[src/rtl/sshash_pkg.sv]
// shared constants and the queue entry type of the seeded 53-bit string hash
package sshash_pkg;

  localparam int unsigned QUEUE_DEPTH = 4;

  localparam logic [31:0] SEED_XOR_ONE = 32'hdeadbeef;
  localparam logic [31:0] SEED_XOR_TWO = 32'h41c6ce57;
  localparam logic [31:0] MUL_ONE      = 32'h85ebca77;
  localparam logic [31:0] MUL_TWO      = 32'hc2b2ae3d;
  localparam logic [31:0] MIX_MUL_ONE  = 32'h735a2d97;
  localparam logic [31:0] MIX_MUL_TWO  = 32'hcaf649a9;

  localparam int unsigned HASH_W = 53;
  localparam int unsigned H2_SHIFT = 21;

  // one classified item on its way from the front to the back
  typedef struct packed {
    logic [7:0]         data_byte;
    logic               byte_present;
    logic               last_byte;
    logic               start;
    logic signed [31:0] seed;
  } item_t;

endpackage

[src/rtl/sshash_if.sv]
// channel interfaces: byte input, hash output and seed write
interface sshash_in_if;
  logic       valid;
  logic       ready;
  logic [7:0] data_byte;
  logic       byte_present;
  logic       last_byte;

  modport source (output valid, output data_byte, output byte_present, output last_byte,
                  input ready);
  modport sink (input valid, input data_byte, input byte_present, input last_byte,
                output ready);
endinterface

interface sshash_out_if;
  logic        valid;
  logic        ready;
  logic [52:0] hash_value;

  modport source (output valid, output hash_value, input ready);
  modport sink (input valid, input hash_value, output ready);
endinterface

interface sshash_cfg_if;
  logic               valid;
  logic               ready;
  logic signed [31:0] seed;

  modport source (output valid, output seed, input ready);
  modport sink (input valid, input seed, output ready);
endinterface

[src/rtl/sshash_front.sv]
// front end: takes bytes, drops idle items, marks string starts and samples the seed
module sshash_front (
  input  logic                  clk,
  input  logic                  rst,
  sshash_in_if.sink             byte_in,
  sshash_cfg_if.sink            cfg,
  input  logic                  queue_full,
  output logic                  push,
  output sshash_pkg::item_t     push_item
);

  logic signed [31:0] seed;
  logic               string_open;
  logic               take;

  assign cfg.ready     = 1'b1;
  assign byte_in.ready = !queue_full;
  assign take          = byte_in.valid && byte_in.ready;
  assign push          = take && (byte_in.byte_present || byte_in.last_byte);

  always_comb begin
    push_item.data_byte    = byte_in.data_byte;
    push_item.byte_present = byte_in.byte_present;
    push_item.last_byte    = byte_in.last_byte;
    push_item.start        = !string_open;
    push_item.seed         = seed;
  end

  always_ff @(posedge clk) begin
    if (rst) begin
      seed        <= '0;
      string_open <= 1'b0;
    end else begin
      if (cfg.valid) begin
        seed <= cfg.seed;
      end
      if (push) begin
        string_open <= !byte_in.last_byte;
      end
    end
  end

endmodule

[src/rtl/sshash_queue.sv]
// small fifo between front and back
module sshash_queue #(
  parameter int unsigned Depth = sshash_pkg::QUEUE_DEPTH
) (
  input  logic              clk,
  input  logic              rst,
  input  logic              push,
  input  sshash_pkg::item_t push_item,
  output logic              full,
  input  logic              pop,
  output logic              not_empty,
  output sshash_pkg::item_t pop_item
);

  localparam int unsigned PtrW = (Depth > 1) ? $clog2(Depth) : 1;
  localparam int unsigned CntW = $clog2(Depth + 1);

  sshash_pkg::item_t mem [Depth];
  logic [PtrW-1:0]   wr_ptr;
  logic [PtrW-1:0]   rd_ptr;
  logic [CntW-1:0]   count;

  assign full      = (count == CntW'(Depth));
  assign not_empty = (count != '0);
  assign pop_item  = mem[rd_ptr];

  always_ff @(posedge clk) begin
    if (push) begin
      mem[wr_ptr] <= push_item;
    end
  end

  always_ff @(posedge clk) begin
    if (rst) begin
      wr_ptr <= '0;
      rd_ptr <= '0;
      count  <= '0;
    end else begin
      if (push) begin
        wr_ptr <= (wr_ptr == PtrW'(Depth - 1)) ? '0 : wr_ptr + 1'b1;
      end
      if (pop) begin
        rd_ptr <= (rd_ptr == PtrW'(Depth - 1)) ? '0 : rd_ptr + 1'b1;
      end
      if (push && !pop) begin
        count <= count + 1'b1;
      end else if (pop && !push) begin
        count <= count - 1'b1;
      end
    end
  end

endmodule

[src/rtl/sshash_back.sv]
// back end: absorbs bytes into the accumulators, runs the final mix and holds the result
module sshash_back (
  input  logic              clk,
  input  logic              rst,
  input  logic              not_empty,
  input  sshash_pkg::item_t pop_item,
  output logic              pop,
  sshash_out_if.source      hash_out
);

  typedef enum logic [3:0] {
    ST_IDLE = 4'b0001,
    ST_MIX1 = 4'b0010,
    ST_MIX2 = 4'b0100,
    ST_MIX3 = 4'b1000
  } state_t;

  state_t      state;
  logic [31:0] acc_one;
  logic [31:0] acc_two;
  logic        out_valid;
  logic [52:0] hash_value;

  logic [31:0] base_one;
  logic [31:0] base_two;
  logic [31:0] mixed_one;
  logic [31:0] mixed_two;
  logic [31:0] prod_one;
  logic [31:0] prod_two;
  logic [31:0] mix_prod_one;
  logic [31:0] mix_prod_two;
  logic [31:0] fin_one;
  logic [31:0] fin_two;
  logic [31:0] fin_one_shr;
  logic [52:0] sum;
  logic        out_free;

  function automatic logic [31:0] asr(input logic [31:0] x, input logic [4:0] n);
    return 32'($signed(x) >>> n);
  endfunction

  assign out_free = !out_valid || hash_out.ready;
  assign pop      = not_empty && (state == ST_IDLE);

  always_comb begin
    base_one  = pop_item.start ? (sshash_pkg::SEED_XOR_ONE ^ 32'(pop_item.seed)) : acc_one;
    base_two  = pop_item.start ? (sshash_pkg::SEED_XOR_TWO ^ 32'(pop_item.seed)) : acc_two;
    mixed_one = base_one ^ {24'b0, pop_item.data_byte};
    mixed_two = base_two ^ {24'b0, pop_item.data_byte};
    prod_one  = mixed_one * sshash_pkg::MUL_ONE;
    prod_two  = mixed_two * sshash_pkg::MUL_TWO;

    mix_prod_one = (acc_one ^ asr(acc_two, 5'd15)) * sshash_pkg::MIX_MUL_ONE;
    mix_prod_two = (acc_two ^ asr(acc_one, 5'd15)) * sshash_pkg::MIX_MUL_TWO;

    fin_one     = acc_one ^ asr(acc_two, 5'd16);
    fin_two     = acc_two ^ asr(fin_one, 5'd16);
    fin_one_shr = asr(fin_one, 5'd11);
    sum = {fin_two, {sshash_pkg::H2_SHIFT{1'b0}}}
        + {{(sshash_pkg::HASH_W - 32){fin_one_shr[31]}}, fin_one_shr};
  end

  always_ff @(posedge clk) begin
    unique case (state)
      ST_IDLE: begin
        if (pop) begin
          acc_one <= pop_item.byte_present ? prod_one : base_one;
          acc_two <= pop_item.byte_present ? prod_two : base_two;
        end
      end
      ST_MIX1: begin
        acc_one <= acc_one ^ mix_prod_one;
      end
      ST_MIX2: begin
        acc_two <= acc_two ^ mix_prod_two;
      end
      ST_MIX3: begin
        if (out_free) begin
          hash_value <= sum;
        end
      end
      default: begin
      end
    endcase
  end

  always_ff @(posedge clk) begin
    if (rst) begin
      state     <= ST_IDLE;
      out_valid <= 1'b0;
    end else begin
      if ((state == ST_MIX3) && out_free) begin
        out_valid <= 1'b1;
      end else if (hash_out.ready) begin
        out_valid <= 1'b0;
      end
      unique case (state)
        ST_IDLE: begin
          if (pop && pop_item.last_byte) begin
            state <= ST_MIX1;
          end
        end
        ST_MIX1: begin
          state <= ST_MIX2;
        end
        ST_MIX2: begin
          state <= ST_MIX3;
        end
        ST_MIX3: begin
          if (out_free) begin
            state <= ST_IDLE;
          end
        end
        default: begin
          state <= ST_IDLE;
        end
      endcase
    end
  end

  assign hash_out.valid      = out_valid;
  assign hash_out.hash_value = hash_value;

endmodule

[src/rtl/seeded_53bit_string_hash_top.sv]
// seeded 53-bit string hash: one byte per transfer, 53-bit hash per closed string
// path of a closing byte: queue, accumulators, final mixing, output register
// throughput: one byte per cycle while the queue has room; each string close adds
//   a final mixing pass in the back end, covered by the queue in between
// reset: rst is synchronous, active high; it clears the seed to 0, closes any open
//   string, empties the queue and drops a result that was not yet transferred
module seeded_53bit_string_hash_top #(
  parameter int unsigned QueueDepth = sshash_pkg::QUEUE_DEPTH
) (
  input  logic          clk,
  input  logic          rst,
  sshash_in_if.sink     byte_in,
  sshash_cfg_if.sink    cfg,
  sshash_out_if.source  hash_out
);

  // front to queue
  logic              push;
  sshash_pkg::item_t push_item;
  logic              queue_full;

  // queue to back
  logic              pop;
  logic              not_empty;
  sshash_pkg::item_t pop_item;

  // front: idle items (no byte, no close) are swallowed here, the rest are tagged
  // with a start mark and the seed in force when they are taken
  sshash_front u_front (
    .clk        (clk),
    .rst        (rst),
    .byte_in    (byte_in),
    .cfg        (cfg),
    .queue_full (queue_full),
    .push       (push),
    .push_item  (push_item)
  );

  // decoupling queue, lets the front keep taking bytes during final mixing
  sshash_queue #(
    .Depth (QueueDepth)
  ) u_queue (
    .clk       (clk),
    .rst       (rst),
    .push      (push),
    .push_item (push_item),
    .full      (queue_full),
    .pop       (pop),
    .not_empty (not_empty),
    .pop_item  (pop_item)
  );

  // back: one multiply pair per byte, then three mixing steps and the output register
  sshash_back u_back (
    .clk       (clk),
    .rst       (rst),
    .not_empty (not_empty),
    .pop_item  (pop_item),
    .pop       (pop),
    .hash_out  (hash_out)
  );

endmodule
[src/flat_wrapper.sv]
// flat-port wrapper written by rule: the top's interface ports become plain ports
module seeded_53bit_string_hash_top_flat 
#(
  parameter int unsigned QueueDepth = sshash_pkg::QUEUE_DEPTH
)
  (clk, rst, byte_in_valid, byte_in_data_byte, byte_in_byte_present, byte_in_last_byte, byte_in_ready, cfg_valid, cfg_seed, cfg_ready, hash_out_valid, hash_out_hash_value, hash_out_ready);
  sshash_in_if byte_in_i ();
  sshash_cfg_if cfg_i ();
  sshash_out_if hash_out_i ();
  input  logic clk;
  input  logic rst;
  input wire logic [$bits(byte_in_i.valid)-1:0] byte_in_valid;
  input wire logic [$bits(byte_in_i.data_byte)-1:0] byte_in_data_byte;
  input wire logic [$bits(byte_in_i.byte_present)-1:0] byte_in_byte_present;
  input wire logic [$bits(byte_in_i.last_byte)-1:0] byte_in_last_byte;
  output wire logic [$bits(byte_in_i.ready)-1:0] byte_in_ready;
  input wire logic [$bits(cfg_i.valid)-1:0] cfg_valid;
  input wire logic [$bits(cfg_i.seed)-1:0] cfg_seed;
  output wire logic [$bits(cfg_i.ready)-1:0] cfg_ready;
  output wire logic [$bits(hash_out_i.valid)-1:0] hash_out_valid;
  output wire logic [$bits(hash_out_i.hash_value)-1:0] hash_out_hash_value;
  input wire logic [$bits(hash_out_i.ready)-1:0] hash_out_ready;
  assign byte_in_i.valid = byte_in_valid;
  assign byte_in_i.data_byte = byte_in_data_byte;
  assign byte_in_i.byte_present = byte_in_byte_present;
  assign byte_in_i.last_byte = byte_in_last_byte;
  assign byte_in_ready = byte_in_i.ready;
  assign cfg_i.valid = cfg_valid;
  assign cfg_i.seed = cfg_seed;
  assign cfg_ready = cfg_i.ready;
  assign hash_out_valid = hash_out_i.valid;
  assign hash_out_hash_value = hash_out_i.hash_value;
  assign hash_out_i.ready = hash_out_ready;
  seeded_53bit_string_hash_top #(.QueueDepth(QueueDepth)) u_core (.clk(clk), .rst(rst), .byte_in(byte_in_i), .cfg(cfg_i), .hash_out(hash_out_i));
endmodule
[config.mk]
export PLATFORM = sky130hd
export DESIGN_NAME = seeded_53bit_string_hash_top_flat
export DESIGN_NICKNAME = d
export VERILOG_FILES = /design/src/rtl/sshash_pkg.sv /design/src/rtl/sshash_if.sv /design/src/rtl/sshash_front.sv /design/src/rtl/sshash_queue.sv /design/src/rtl/sshash_back.sv /design/src/rtl/seeded_53bit_string_hash_top.sv /design/src/flat_wrapper.sv
export SDC_FILE = /design/constraint.sdc
export NUM_CORES = 2
export LEC_CHECK = 0
export ABC_AREA = 1
export BUFFER_PORTS_ARGS = -buffer_cell sky130_fd_sc_hd__buf_2
export CAP_MARGIN = 20
export CORE_AREA = 10 10 400 480
export CTS_BUF_LIST = sky130_fd_sc_hd__clkbuf_4 sky130_fd_sc_hd__clkbuf_8
export DETAILED_ROUTE_END_ITERATION = 7
export DIE_AREA = 0 0 410 490
export PLACE_DENSITY = 0.55
export SYNTH_ARGS = -nofsm -noshare
export SYNTH_HDL_FRONTEND = slang
export SYNTH_SLANG_ARGS = --single-unit
[constraint.sdc]
create_clock -name clk -period 19.4 [get_ports clk]
set_clock_uncertainty 0.1 [all_clocks]
set_input_delay 1.94 -clock clk [delete_from_list [all_inputs] [get_ports clk]]
set_output_delay 1.94 -clock clk [all_outputs]
set_load 0.1 [all_outputs]
==> flow_summary.toml <==
[cells_and_area]
seq_area_um2 = 9620
mostFrequentLayoutCells = "inv_1 (1585), fa_1 (821), ha_1 (806), nand2_1 (628), edfxtp_1 (289)"
num-fill-cells = 19000
drive_above_1_share_pct = 6.00
layout.core_utilization_pct = 32.6
multi_input_area_um2 = 38200
syn_to_final_growth_pct = 9.10
fin_nets = 7620
final_area_um2 = 59300
mostFrequentLayoutCell = "inv_1"

[global_route]
first_global_vias = 41400
grt_max_degree = 88
antenna_found_initial = 6
grt.total_usage_pct = 17.1
grt_pass1_wl_um = 262000
grt.overflow.total = 0

[setup_path]
cp_data_arrival_time_ps = 10340
start_kind = "flop"
cpPeakStageDelay_ps = 730
crit_type = "flop to flop"
critPathSlowestCell = "buf_4"
cpMostUsedCell = "inv_1"
cp_max_fo = 87
cp.required_ps = 19800
worstSetupEndpointType = "flop"

[clock_network]
cts_max_level = 2
post_cts_buffers = 0
clk_latency_ps = 730
root_buffer = "clkbuf_8"
ctsHoldBuffers = 0
clkTransAtPathRegs_ps = 60
tritoncts = "yes"
clock_path_buffers = 3
clock-sinks = 336
numCtsBuffers = 60
cts_resized = 0

[placed_design]
place_congestion = 0.967
io_buffers = 101
placed_cell_area_um2 = 58000
dp_hpwl_um = 149000

[synth]
synth-compound-area-share_pct = 6.62
synth_flop_cell = "edfxtp_1"
synth-xor-area-share_pct = 6.36
synthSimpleGateAreaFrac_pct = 8.39
synth_top_family_by_area = "adder cells"
ys_ff_latch = 336
synth_mux_area_share_pct = 0
ys_async_sr_fraction_pct = 0
syn_area_per_cell_um2 = 9.35
synthAdderAreaFrac_pct = 48.8
syn_area_um2 = 54400
yosysUniqueCellTypes = 63
synth_edf_count = 289
synthCells = 5817
ys_warn_count = 0
yosysSeqAreaShare_pct = 17.7
synthesis.nets = 7491

[die]
core_area_um2 = 182000
io_pins = 103
row_count = 172
start_util_pct = 29.8
dieArea_um2 = 201000
floorplan.die.height_um = 490
die_x_um = 410

[timing]
tightest_slew_ps = 1090
rsz0062_at_grt = "false"
holdWs_ps = 392
final-hold-violation-count = 0
relSlewSlack_pct = 27.2
finalSetupViolCount = 0
min_period_ps = 9930
period_share_pct = 51.2
setup-tns-final_ps = 0
fmax_mhz = 101
final_max_slew_viol_count = 0

[run_status]
status = "finished, final reports clean"

[route]
wl_per_cell_um = 20.6
firstDrtPassIters = 6
vias_per_cell = 4.59
drcViolationCount = 0
routed_wl_um = 174000
vias = 38700
drt_iter0_drc = 2461
antenna_left = 0

[run]
maxCapViolCount = 0

[worst_hold_path]
hp-class = "flop to flop"
[layer usage]
metal	GRT usage, %	routed length, um	up-vias	part of all wire [%]
met2	28.8	82000	1086	47
met4	5.94	7350	10	4.2
met5	0	69	-	0.040
met3	2.38	8860	313	5.1
met1	22.4	75600	19100	43
li1	-	-	18200	-
[cells in the mapped netlist (3+ instances only)]
master,number,share of area (%)
nor4_1,5,0.058
a211oi_1,4,0.055
buf_4,13,0.18
buf_1,3,0.021
buf_2,32,0.29
nor3_1,25,0.23
edfxtp_1,289,16
dfxtp_1,47,1.7
buf_6,14,0.29
inv_2,10,0.069
nand2_1,629,4.3
o21ai_1,36,0.33
nand2_2,12,0.14
inv_1,1585,11
a31oi_1,11,0.13
or2_2,9,0.10
xor2_1,222,3.6
ha_1,806,19
a21boi_0,3,0.041
nand3_1,117,1.1
fa_1,821,30
a21oi_1,201,1.8
nor2_1,284,2.0
a31o_2,3,0.048
xnor2_2,3,0.090
xnor2_1,146,2.4
nand3b_1,11,0.15
nand4_1,17,0.20
o21bai_1,15,0.21
o21a_1,5,0.069
xor2_2,3,0.090
a21o_1,18,0.25
clkbuf_1,51,0.35
a32o_1,3,0.055
o21ai_0,273,2.5
o21ai_2,8,0.13
o211ai_1,22,0.30
o22ai_1,23,0.26
o221ai_1,4,0.064
xnor2_4,3,0.15
[final cells by class]
cell class	instances	area share, %
multi-input combinational	3771	64.4
sequential	336	16.2
tap	2436	5.14
timing repair buffer	181	1.93
clock buffer	90	1.82
antenna	1	0.00422
inverter	1596	10.1
clock inverter	24	0.432
[path summary, 6_finish.rpt]
| check | cells after the start | start | end | slack (ps) |
|---|---|---|---|---|
| setup / recovery | 34 | flop | u_core.u_back.acc_two[20]$_DFFE_PP_ | 9470 |
| hold / removal | 0 | u_core.u_front.seed[17]$_SDFFE_PP0P_ | u_core.u_queue.mem[0][17]$_DFFE_PP_ | 390 |
| setup reg to reg | 34 | flop | u_core.u_back.acc_two[20]$_DFFE_PP_ | 9470 |
| hold reg to reg | 0 | u_core.u_front.seed[17]$_SDFFE_PP0P_ | u_core.u_queue.mem[0][17]$_DFFE_PP_ | 390 |
[flip-flops by register name, summed over array words and instances, names as in the netlist, named ones only]
signal                             count
u_core.u_front.seed                   32
u_core.u_back.acc_one                 32
u_core.u_back.state                    4
u_core.u_queue.rd_ptr                  2
u_core.u_queue.mem                   172
u_core.u_back.hash_out.hash_value     53
u_core.u_queue.wr_ptr                  2
u_core.u_back.hash_out.valid           1
u_core.u_queue.count                   3
u_core.u_front.string_open             1
u_core.u_back.acc_two                 32
[critical path, delay by kind of cell (launching register included)]
family | cells | cell delay (ps)
AOI/OAI and AO/OA | 7 | 1620
buffers and inverters | 9 | 2240
adders and majority gates | 8 | 3370
and+or+nand+nor | 8 | 1340
DFF | 1 | 360
xor gates and xnor gates | 2 | 630
[metrics by stage]
stage | std cells | setup slack [ps]
floorplan | 5817 | 11620
global placement | 8317 | 9460
detailed placement | 8319 | 9490
CTS | 8433 | 9520
global route | 8434 | 9000
finish | 8435 | 9470
[logic make-up after synthesis]
logic type / after synthesis
other cells: 1
fa+ha+maj: 1627
compound gates: 645
flops: 336
simple gates: 1119
xor+xnor: 379
buf+inv: 1710
Power is left out: the tool's default activity adds up to more than one toggle a clock period on the data nets, which glitch-free logic cannot reach.
